**src/design/mssp_pkg.sv**
```systemverilog
// Shared types and constants for the multi-stack shared-pool core.
// Used by the front end, the job queue, the back end, the top level and the checker.
package mssp_pkg;

  localparam int ID_W        = 6;
  localparam int WORD_W      = 32;
  localparam int QUEUE_DEPTH = 2;

  // Command codes as they arrive on the input channel.
  typedef enum logic [1:0] {
    CMD_CREATE = 2'd0,
    CMD_PUSH   = 2'd1,
    CMD_POP    = 2'd2,
    CMD_PEEK   = 2'd3
  } cmd_e;

  // Status codes of a result.
  typedef enum logic [2:0] {
    ST_OK        = 3'd0,
    ST_EMPTY     = 3'd1,
    ST_POOL_FULL = 3'd2,
    ST_NO_STACKS = 3'd3,
    ST_BAD_ID    = 3'd4
  } status_e;

  // Operations handed from the front end to the back end.
  typedef enum logic [2:0] {
    OP_REPORT = 3'd0,
    OP_CREATE = 3'd1,
    OP_PUSH   = 3'd2,
    OP_POP    = 3'd3,
    OP_PEEK   = 3'd4
  } op_e;

  // Back-end sequencer states.
  typedef enum logic [1:0] {
    BK_IDLE = 2'd0,
    BK_TOP  = 2'd1,
    BK_NODE = 2'd2
  } back_state_e;

  typedef struct packed {
    cmd_e                     command;
    logic [ID_W-1:0]          stack_sel;
    logic signed [WORD_W-1:0] value;
  } cmd_t;

  typedef struct packed {
    status_e                  status;
    logic signed [WORD_W-1:0] data;
    logic [ID_W-1:0]          new_stack;
  } result_t;

  // One classified command waiting in the queue.
  typedef struct packed {
    op_e                      op;
    status_e                  status;
    logic [ID_W-1:0]          stack_sel;
    logic [ID_W-1:0]          new_stack;
    logic signed [WORD_W-1:0] value;
  } job_t;

endpackage

```
**src/design/mssp_queue.sv**
```systemverilog
// Short job queue between the front end and the back end of the multi-stack core.
// Depends on mssp_pkg for the job type and the queue depth.
module mssp_queue (
  input  logic            clk_i,
  input  logic            rst_ni,
  input  logic            push_i,
  input  mssp_pkg::job_t  job_i,
  output logic            full_o,
  input  logic            pop_i,
  output logic            empty_o,
  output mssp_pkg::job_t  job_o
);
  import mssp_pkg::*;

  localparam int PTR_W = (QUEUE_DEPTH > 1) ? $clog2(QUEUE_DEPTH) : 1;
  localparam int CNT_W = $clog2(QUEUE_DEPTH + 1);

  job_t             slots_q [QUEUE_DEPTH];
  logic [PTR_W-1:0] wr_ptr_q, wr_ptr_d;
  logic [PTR_W-1:0] rd_ptr_q, rd_ptr_d;
  logic [CNT_W-1:0] count_q, count_d;
  logic             do_push, do_pop;

  assign full_o  = (count_q == CNT_W'(QUEUE_DEPTH));
  assign empty_o = (count_q == '0);
  assign do_push = push_i & ~full_o;
  assign do_pop  = pop_i & ~empty_o;
  assign job_o   = slots_q[rd_ptr_q];

  // Pointer and fill-count update.
  always_comb begin
    wr_ptr_d = wr_ptr_q;
    rd_ptr_d = rd_ptr_q;
    count_d  = count_q;
    if (do_push) begin
      wr_ptr_d = (wr_ptr_q == PTR_W'(QUEUE_DEPTH - 1)) ? '0 : wr_ptr_q + 1'b1;
    end
    if (do_pop) begin
      rd_ptr_d = (rd_ptr_q == PTR_W'(QUEUE_DEPTH - 1)) ? '0 : rd_ptr_q + 1'b1;
    end
    if (do_push && !do_pop) begin
      count_d = count_q + 1'b1;
    end else if (do_pop && !do_push) begin
      count_d = count_q - 1'b1;
    end
  end

  always_ff @(posedge clk_i or negedge rst_ni) begin
    if (!rst_ni) begin
      wr_ptr_q <= '0;
      rd_ptr_q <= '0;
      count_q  <= '0;
    end else begin
      wr_ptr_q <= wr_ptr_d;
      rd_ptr_q <= rd_ptr_d;
      count_q  <= count_d;
    end
  end

  // Job storage needs no reset.
  always_ff @(posedge clk_i) begin
    if (do_push) begin
      slots_q[wr_ptr_q] <= job_i;
    end
  end

endmodule

```
**config.mk**
```make
export PLATFORM = sky130hd
export DESIGN_NAME = mssp_queue
export DESIGN_NICKNAME = d
export VERILOG_FILES = /design/src/design/mssp_pkg.sv /design/src/design/mssp_queue.sv
export SDC_FILE = /design/constraint.sdc
export NUM_CORES = 1
export LEC_CHECK = 0
export BUFFER_PORTS_ARGS = -buffer_cell sky130_fd_sc_hd__buf_2
export CORE_UTILIZATION = 52
export DETAILED_ROUTE_END_ITERATION = 8
export PLACE_DENSITY = 0.79
export SYNTH_ARGS = -nofsm -noshare
export SYNTH_HDL_FRONTEND = slang
export SYNTH_SLANG_ARGS = --single-unit
```
**constraint.sdc**
```tcl
create_clock -name clk_i -period 4.5 [get_ports clk_i]
set_input_delay 0.45 -clock clk_i [delete_from_list [all_inputs] [get_ports clk_i]]
set_output_delay 0.45 -clock clk_i [all_outputs]
set_load 0.005 [all_outputs]
```
==> reports/results.tsv <==
metric	value	unit
status	finished clean	
ys_seq_elements	104	
cap_violations	0	
layout-drive-gt1-share	59.0	%
nets	343	
max_freq	0.365	GHz
avgSynthCellArea	23.2	um^2
drtAntennaViolNets	0	
fill_cells	529	
grt_antenna_before_repair	0	
critPathKind	flop to output port	
cellInternalPower	2.11	mW
cp.required	4.05	ns
final_common_cell	buf_2	
hold_path_class	primary input to flop	
pwr-share-seq	49.7	%
gp_congestion	0.746	
fin_util	65.0	%
grt.overflow.total	0	
htreeDepth	3	
syn2layout_area_growth	18.7	%
rsz0062_at_grt	false	
cts.sink_count	104	
multiInputGateArea	845	um^2
finalSetupTns	0	ns
die_area	8160	um^2
drv_slew	0	
final_hold_viol_count	0	
clk_pin_slew	0.09	ns
setup_viol_count_final	0	
worstSetupStartpointType	flop	
io_pins	106	
numCtsBuffers	9	
p_per_area	603	nW/um^2
drtPass1Iterations	4	
io_buffers	105	
ys_types	15	
worstMarginPinSlew	1.17	ns
netlist_instances	175	
wirelength	6.43	mm
grt_util_met3	3.03	%
grt_pass1_wl	10.1	mm
drc_errors	0	
grt-busiest-layer	met2	
slew_headroom	21.8	%
grt_util_met2	30.0	%
ys_warn_count	0	
dp_hpwl	4.23	mm
ys_seq_area_share	76.5	%
grt_pass1_vias	2025	
vias	1916	
peakVddDrop	272	uV
die_h	90.3	um
tritoncts	built	
power_frac_comb	31.7	%
die_x	90.3	um
clockRootBuffer	clkbuf_8	
core-area	7410	um^2
drt-wirelength-per-cell	16.4	um
power_leakage	1.96	nW
grt_usage	16.7	%
drt_iter0_drc	85	
switching_share	27.4	%
n_antenna_cell	0	
power.net_switching	0.796	mW
end_kind	output port	
syn_nets	230	
netlist_area	4060	um^2
regArea	3100	um^2
cp.arrival	2.29	ns
clockBufferDepth	2	
clockPowerShare	18.6	%
viasPerCell	4.89	
rows	31	
grt_max_degree	51	
min_period_over_period	60.9	%
clkLatencyLatePin	0.34	ns
crit_fanout	31	
finalCriticalPeriod	2.74	ns
use_met1	19.3	%
initial_utilization	54.8	%
finalClockSkew	0.00946	ns
final_cell_mix	buf_2 (105), edfxtp_1 (100), mux2_4 (49)	
layer usage:
layer  up-vias  part of all wire (%)
li1        910                     -
met1       949                    39
met2        47                    56
met3        10                   3.8
met4         0                   1.6
met5         -                     0
metrics by stage:
stage / std cells / power (mW) / cell area [um^2] / worst slack, ns / hold slack [ns]
finish: 392 / 2.90 / 4820 / 1.76 / 0.282
global placement: 375 / 2.38 / 4620 / 2.11 / 0.260
floorplan: 175 / 2.16 / 4060 / 1.30 / 0.154
global route: 392 / 3.05 / 4820 / 1.64 / 0.269
CTS: 392 / 2.95 / 4820 / 1.71 / 0.269
detailed placement: 375 / 2.41 / 4620 / 2.10 / 0.260
path summary, 6_finish.rpt:
| check | start | end | slack [ns] | depth (start not counted) |
|---|---|---|---|---|
| max in group asynchronous | rst_ni | rd_ptr_q | 3.92 | 2 |
| setup reg to reg | count_q[0] | slots_q[1][36] | 2.50 | 2 |
| min in group asynchronous | rst_ni | count_q[1] | 0.44 | 2 |
| hold reg to reg | count_q[1] | count_q[1] | 0.53 | 1 |
| setup / recovery | rd_ptr_q | job_o[27] | 1.76 | 3 |
| hold / removal | job_i[37] | slots_q[1][37] | 0.28 | 1 |
layout make-up:
cell class	instances	area share (%)
well taps	99	2.57
flip-flops and latches	104	64.4
clock inverters	7	1.30
multi-input cells	63	17.5
clock buffers	9	2.57
inverters	2	0.156
repair buffers	108	11.4
synthesized netlist by cell type:
cell type / number / area [um^2]
edfxtp_1: 100 / 3000
mux2_4: 49 / 736
buf_12: 5 / 100
dfrtp_1: 4 / 100
nor2_1: 3 / 11.3
xnor2_1: 3 / 26.3
inv_1: 2 / 7.51
xor2_1: 2 / 17.5
and3_1: 1 / 6.26
buf_6: 1 / 11.3
ha_1: 1 / 12.5
mux2_2: 1 / 11.3
nand2_1: 1 / 3.75
nand2b_1: 1 / 6.26
o21ai_1: 1 / 5.00
power by group through the flow:
| stage | Clock (mW) | Sequential (mW) | Combinational (mW) |
|---|---|---|---|
| finish | 0.540 | 1.44 | 0.919 |
| global route | 0.587 | 1.47 | 0.990 |
| CTS | 0.557 | 1.45 | 0.941 |
| global placement | 0 | 1.45 | 0.926 |
| detailed placement | 0 | 1.47 | 0.936 |
| floorplan | 0 | 1.41 | 0.753 |
repair_timing:
action                                 CTS  global route
setup buffers                            0             0
gates resized for setup                  0             0
hold buffers                             1             0
endpoints found under the hold margin    4             0
state kept, by name, indices dropped and copies added, names as in the netlist:
| register | flops |
|---|---|
| wr_ptr_q | 1 |
| slots_q | 100 |
| count_q | 2 |
| rd_ptr_q | 1 |
logic make-up (layout without fill, tap and decap cells):
kind of cell	after synthesis	in the layout	synth area share (%)
fa+ha+maj	1	1	0.308
buf+inv	8	126	2.93
compound gates	1	1	0.123
simple gates	6	6	0.678
mux	50	50	18.4
xor+xnor	5	5	1.08
flops	104	104	76.5
critical path: stages (launching register included):
cell and delay, ns:
dfrtp_2 0.79, buf_4 0.61, mux2_2 0.39, buf_2 0.13
Note: power is estimated with default switching activity, not from simulation.
