===== config.mk =====
export PLATFORM = sky130hd
export DESIGN_NAME = mssp_front
export DESIGN_NICKNAME = d
export VERILOG_FILES = /design/src/design/mssp_pkg.sv /design/src/design/mssp_front.sv
export SDC_FILE = /design/constraint.sdc
export NUM_CORES = 1
export LEC_CHECK = 0
export ABC_AREA = 1
export BUFFER_PORTS_ARGS = -buffer_cell sky130_fd_sc_hd__clkbuf_2
export CAP_MARGIN = 30
export CORE_ASPECT_RATIO = 2
export CORE_MARGIN = 1.5
export CORE_UTILIZATION = 30
export DETAILED_ROUTE_END_ITERATION = 7
export PLACE_DENSITY = 0.77
export SLEW_MARGIN = 40
export SYNTH_ARGS = -nofsm -noshare
export SYNTH_HDL_FRONTEND = slang
export SYNTH_SLANG_ARGS = --single-unit

===== constraint.sdc =====
create_clock -name clk_i -period 2.98 [get_ports clk_i]
set_clock_uncertainty 0.05 [all_clocks]
set_input_delay 0 -clock clk_i [delete_from_list [all_inputs] [get_ports clk_i]]
set_output_delay 0 -clock clk_i [all_outputs]
set_load 0.005 [all_outputs]

===== src/design/mssp_pkg.sv =====
// Shared types and constants for the multi-stack shared-pool core.
// Used by the front end, the job queue, the back end, the top level and the checker.
package mssp_pkg;

  localparam int ID_W        = 6;
  localparam int WORD_W      = 32;
  localparam int QUEUE_DEPTH = 2;

  // Command codes as they arrive on the input channel.
  typedef enum logic [1:0] {
    CMD_CREATE = 2'd0,
    CMD_PUSH   = 2'd1,
    CMD_POP    = 2'd2,
    CMD_PEEK   = 2'd3
  } cmd_e;

  // Status codes of a result.
  typedef enum logic [2:0] {
    ST_OK        = 3'd0,
    ST_EMPTY     = 3'd1,
    ST_POOL_FULL = 3'd2,
    ST_NO_STACKS = 3'd3,
    ST_BAD_ID    = 3'd4
  } status_e;

  // Operations handed from the front end to the back end.
  typedef enum logic [2:0] {
    OP_REPORT = 3'd0,
    OP_CREATE = 3'd1,
    OP_PUSH   = 3'd2,
    OP_POP    = 3'd3,
    OP_PEEK   = 3'd4
  } op_e;

  // Back-end sequencer states.
  typedef enum logic [1:0] {
    BK_IDLE = 2'd0,
    BK_TOP  = 2'd1,
    BK_NODE = 2'd2
  } back_state_e;

  typedef struct packed {
    cmd_e                     command;
    logic [ID_W-1:0]          stack_sel;
    logic signed [WORD_W-1:0] value;
  } cmd_t;

  typedef struct packed {
    status_e                  status;
    logic signed [WORD_W-1:0] data;
    logic [ID_W-1:0]          new_stack;
  } result_t;

  // One classified command waiting in the queue.
  typedef struct packed {
    op_e                      op;
    status_e                  status;
    logic [ID_W-1:0]          stack_sel;
    logic [ID_W-1:0]          new_stack;
    logic signed [WORD_W-1:0] value;
  } job_t;

endpackage


===== src/design/mssp_front.sv =====
// Front end of the multi-stack core: accepts commands, checks ids and stack count.
// Depends on mssp_pkg; feeds classified jobs into mssp_queue.
module mssp_front #(
  parameter int NUM_STACKS = 64
) (
  input  logic            clk_i,
  input  logic            rst_ni,
  input  logic            start,
  input  mssp_pkg::cmd_t  cmd_i,
  input  logic            q_full_i,
  output logic            q_push_o,
  output mssp_pkg::job_t  q_job_o,
  output logic            busy
);
  import mssp_pkg::*;

  localparam int SO_W      = $clog2(NUM_STACKS + 1);
  localparam int TOP_DEPTH = (NUM_STACKS < (1 << ID_W)) ? NUM_STACKS : (1 << ID_W);
  localparam int CMP_W     = (SO_W > ID_W + 1) ? SO_W : ID_W + 1;

  logic [SO_W-1:0] stacks_open_q, stacks_open_d;
  logic            accept;
  job_t            job;

  // A transfer happens whenever start is high and the queue has room.
  assign accept   = start & ~q_full_i;
  assign busy     = q_full_i;
  assign q_push_o = accept;
  assign q_job_o  = job;

  // Classify the command and count the stacks that have been opened.
  always_comb begin
    job           = '0;
    job.op        = OP_REPORT;
    job.status    = ST_OK;
    job.stack_sel = cmd_i.stack_sel;
    job.value     = cmd_i.value;
    stacks_open_d = stacks_open_q;
    unique case (cmd_i.command)
      CMD_CREATE: begin
        if (stacks_open_q == SO_W'(NUM_STACKS)) begin
          job.status = ST_NO_STACKS;
        end else begin
          job.new_stack = ID_W'(stacks_open_q);
          // Ids past the addressable range get no top pointer.
          if (CMP_W'(stacks_open_q) < CMP_W'(TOP_DEPTH)) begin
            job.op = OP_CREATE;
          end
          if (accept) begin
            stacks_open_d = stacks_open_q + 1'b1;
          end
        end
      end
      CMD_PUSH, CMD_POP, CMD_PEEK: begin
        if (CMP_W'(cmd_i.stack_sel) >= CMP_W'(stacks_open_q)) begin
          job.status = ST_BAD_ID;
        end else begin
          unique case (cmd_i.command)
            CMD_PUSH: job.op = OP_PUSH;
            CMD_POP:  job.op = OP_POP;
            default:  job.op = OP_PEEK;
          endcase
        end
      end
      default: job.status = ST_BAD_ID;
    endcase
  end

  // Stack counter.
  always_ff @(posedge clk_i or negedge rst_ni) begin
    if (!rst_ni) begin
      stacks_open_q <= '0;
    end else begin
      stacks_open_q <= stacks_open_d;
    end
  end

endmodule


==> results.toml <==
[run_status]
status = "finished clean"

[route]
vias = 988
drt_iter0_drc = 15
via_per_inst = 4.595
drc = 0
dr.pass1.iters = 4
wl_um = 2082
ant_nets = 0
wl_per_cell_um = 9.684

[die]
design.core.area_um2 = 3378
die_y_um = 86.91
fp.dieW_um = 44.95
pin_count = 96
initial_utilization_pct = 31.26
die_area_um2 = 3906
core.rowCount = 30

[worst_hold_path]
holdCritPathClass = "input port to async pin"

[power]
swShare_pct = 34.12
peakVddDrop_mv = 0.1736
power_switching_mw = 0.1530
p_seq_share_pct = 29.6
clockPowerShare_pct = 28.7
p_per_area_nw_per_um2 = 341.1
p_int_mw = 0.2955
comb_power_share_pct = 41.6
power_leakage_nw = 0.7821

[final_layout]
antenna_cells = 0
regMostFlops = "stacks_open_q"
largest_reg_flops = 7
drive_gt1_share_pct = 22.95
finish.instance_area_um2 = 1315
n_fill_cell = 334
layout.nets = 238
reg_top3 = "stacks_open_q x7"
syn_to_final_growth_pct = 24.53

[clock_tree]
cts_root_buf = "clkbuf_8"
cts_max_level = 1
ctsResizeCount = 0
cts_buffers = 3
clock_path_buffers = 2
cts.clk_slew.worst_paths_ns = 0.04
cts_tree = "built"
clock_latency_ns = 0.22
cts_sinks = 7

[sta]
maxSlewViolCount = 0
rsz0062_at_grt = "false"
slew-limit-headroom_pct = 71.08
post-route-min-period_ns = 1.721
hold_violations = 0
worst_slack_ns = 1.259
worstMarginPinSlew_ns = 0.4338
fmax_ghz = 0.5810
setup_viol = 0
layout_worst_path_cycle_share_pct = 57.76
final.setup.tns_ns = 0

[setup_path]
slowest_stage = "dfrtp_1"
cp.buffers_inverters = 2
crit_top_cell = "nand2_1"
worstSetupPathType = "flip-flop to output pin"
cp-start-kind = "flip-flop"
cp_num_cells = 8
critical_path.max_stage_delay_ns = 0.45
r2r-end = "stacks_open_q[0]$_DFFE_PN0P_"
r2r_start = "stacks_open_q[0]$_DFFE_PN0P_"
reg2reg_depth = 7
critical_path_arrival_ns = 1.67
startpoint = "stacks_open_q[4]$_DFFE_PN0P_"
crit_required_ns = 2.93
cp_cell_sequence = "inv_1 > ha_1 > nand2_1 > nand2_1 > a21boi_2 > nand2_1 > a21oi_1 > clkbuf_2"
worstSetupEndpointType = "output pin"
cp_max_fo = 7
r2r_setup_slack_ns = 1.56
cpLargestDelayFamily = "flip-flops"
setup.worst_path.end = "q_job_o[47]"

[synthesis]
synth-seq-cells = 7
synth_ff_type = "dfrtp_1"
synthAdderAreaFrac_pct = 11.85
synth_compound_area_share_pct = 3.436
yosys.area.top_type = "buf_4"
synth_nets = 210
synthSimpleGateAreaFrac_pct = 25.83
synth_xor_xnor_area_share_pct = 2.488
synth_edf_count = 0
synthCells = 156
synth_common_cells = "nand2_1, buf_4, inv_1"
yosysWarnings = 0
yosysSeqAreaShare_pct = 16.59
avgSynthCellArea_um2 = 6.769
synth_area_leaders = "buf_4, dfrtp_1, nand2_1"
muxShareOfSynthArea_pct = 0
synth_top_family_by_area = "buffers and inverters"
synth_cell_type_count = 23
synth.most_common_cell = "nand2_1"
synth_top_area_share_pct = 28.44
async_reset_ff_share_pct = 100.0
syn_area_um2 = 1056

[global_routing]
first_global_vias = 823
grt_usage_pct = 10.22
use_met2_pct = 20.65
antenna_found_initial = 0
grt_max_degree = 10
busiest_layer = "met2"
grt-ovfl-total = 0
grt_use_met1_pct = 7.261
met3_usage_pct = 2.075
grt_pass1_wl_um = 3001

[placement]
hpwl_um = 1612
gp_congestion = 0.8268
placed_area_um2 = 939.7
dpl_worst_slack_ns = 1.490
numPortBuffers = 31

[job]
drv_cap = 0
-- worst min path at each step --
stage	to	slack, ns
floorplan	stacks_open_q[0]$_DFFE_PN0P_	-0.35
global placement	stacks_open_q[0]$_DFFE_PN0P_	-0.21
detailed placement	stacks_open_q[0]$_DFFE_PN0P_	-0.21
CTS	stacks_open_q[0]$_DFFE_PN0P_	0.1
global route	stacks_open_q[2]$_DFFE_PN0P_	0.12
finish	stacks_open_q[0]$_DFFE_PN0P_	0.1
-- kinds of logic after synthesis --
group                    after synthesis
flip-flops                             7
buffers and inverters                 68
AO/OA/AOI/OAI                          6
XOR/XNOR                               3
adder cells (fa/ha/maj)               10
AND/OR/NAND/NOR                       62
-- routing by layer --
layer / vias up / part of all wire (%) / wire (µm)
met1: 427 / 29 / 613
met3: 8 / 9.0 / 187
li1: 482 / - / -
met2: 71 / 59 / 1235
met5: - / 0 / 0
met4: 0 / 2.2 / 46
-- repair_timing --
action | CTS | global route
hold buffers | 33 | 0
setup buffers | 0 | 0
hold endpoints to repair | 39 | 0
-- power by group through the flow --
stage          logic, mW  registers, mW  clock network [mW]
2_1_floorplan      0.143          0.129                   0
3_3_place_gp       0.146          0.133                   0
3_5_place_dp       0.148          0.134                   0
4_1_cts            0.189          0.133               0.132
5_1_grt            0.213          0.137               0.145
6_report           0.187          0.133               0.129
-- cell usage in the layout (no fill, tap or decap), drive strengths merged --
| master | Yosys | routed |
|---|---|---|
| a21boi | 1 | 1 |
| a21oi | 3 | 3 |
| clkbuf | 0 | 35 |
| dfrtp | 7 | 7 |
| dlygate4sd3 | 0 | 33 |
| ha | 10 | 10 |
| inv | 27 | 27 |
| nand2 | 45 | 45 |
| nand3 | 4 | 4 |
| nand4 | 2 | 2 |
| nor2 | 9 | 9 |
| nor3 | 2 | 2 |
| o21ai | 2 | 2 |
| xnor2 | 1 | 1 |
| xor2 | 2 | 2 |
-- final cells by class --
class | count | area (µm²) | share of cell area [%]
clock buffer | 4 | 45.04 | 3.425
inverter | 27 | 108.9 | 8.278
multi-input combinational | 81 | 460.4 | 35.01
sequential | 7 | 175.2 | 13.32
tap | 32 | 40.04 | 3.045
timing repair buffer | 64 | 485.5 | 36.92
-- metrics by stage --
stage	hold slack (ns)	power (mW)	std cells	util [%]
floorplan	-0.3456	0.2724	156	-
global placement	-0.2055	0.2791	178	27.81
detailed placement	-0.2057	0.2823	178	27.81
CTS	0.09965	0.4535	215	38.93
global route	0.1165	0.4941	215	38.93
finish	0.09843	0.4486	215	38.93
Note: power is estimated with default switching activity, not from simulation.
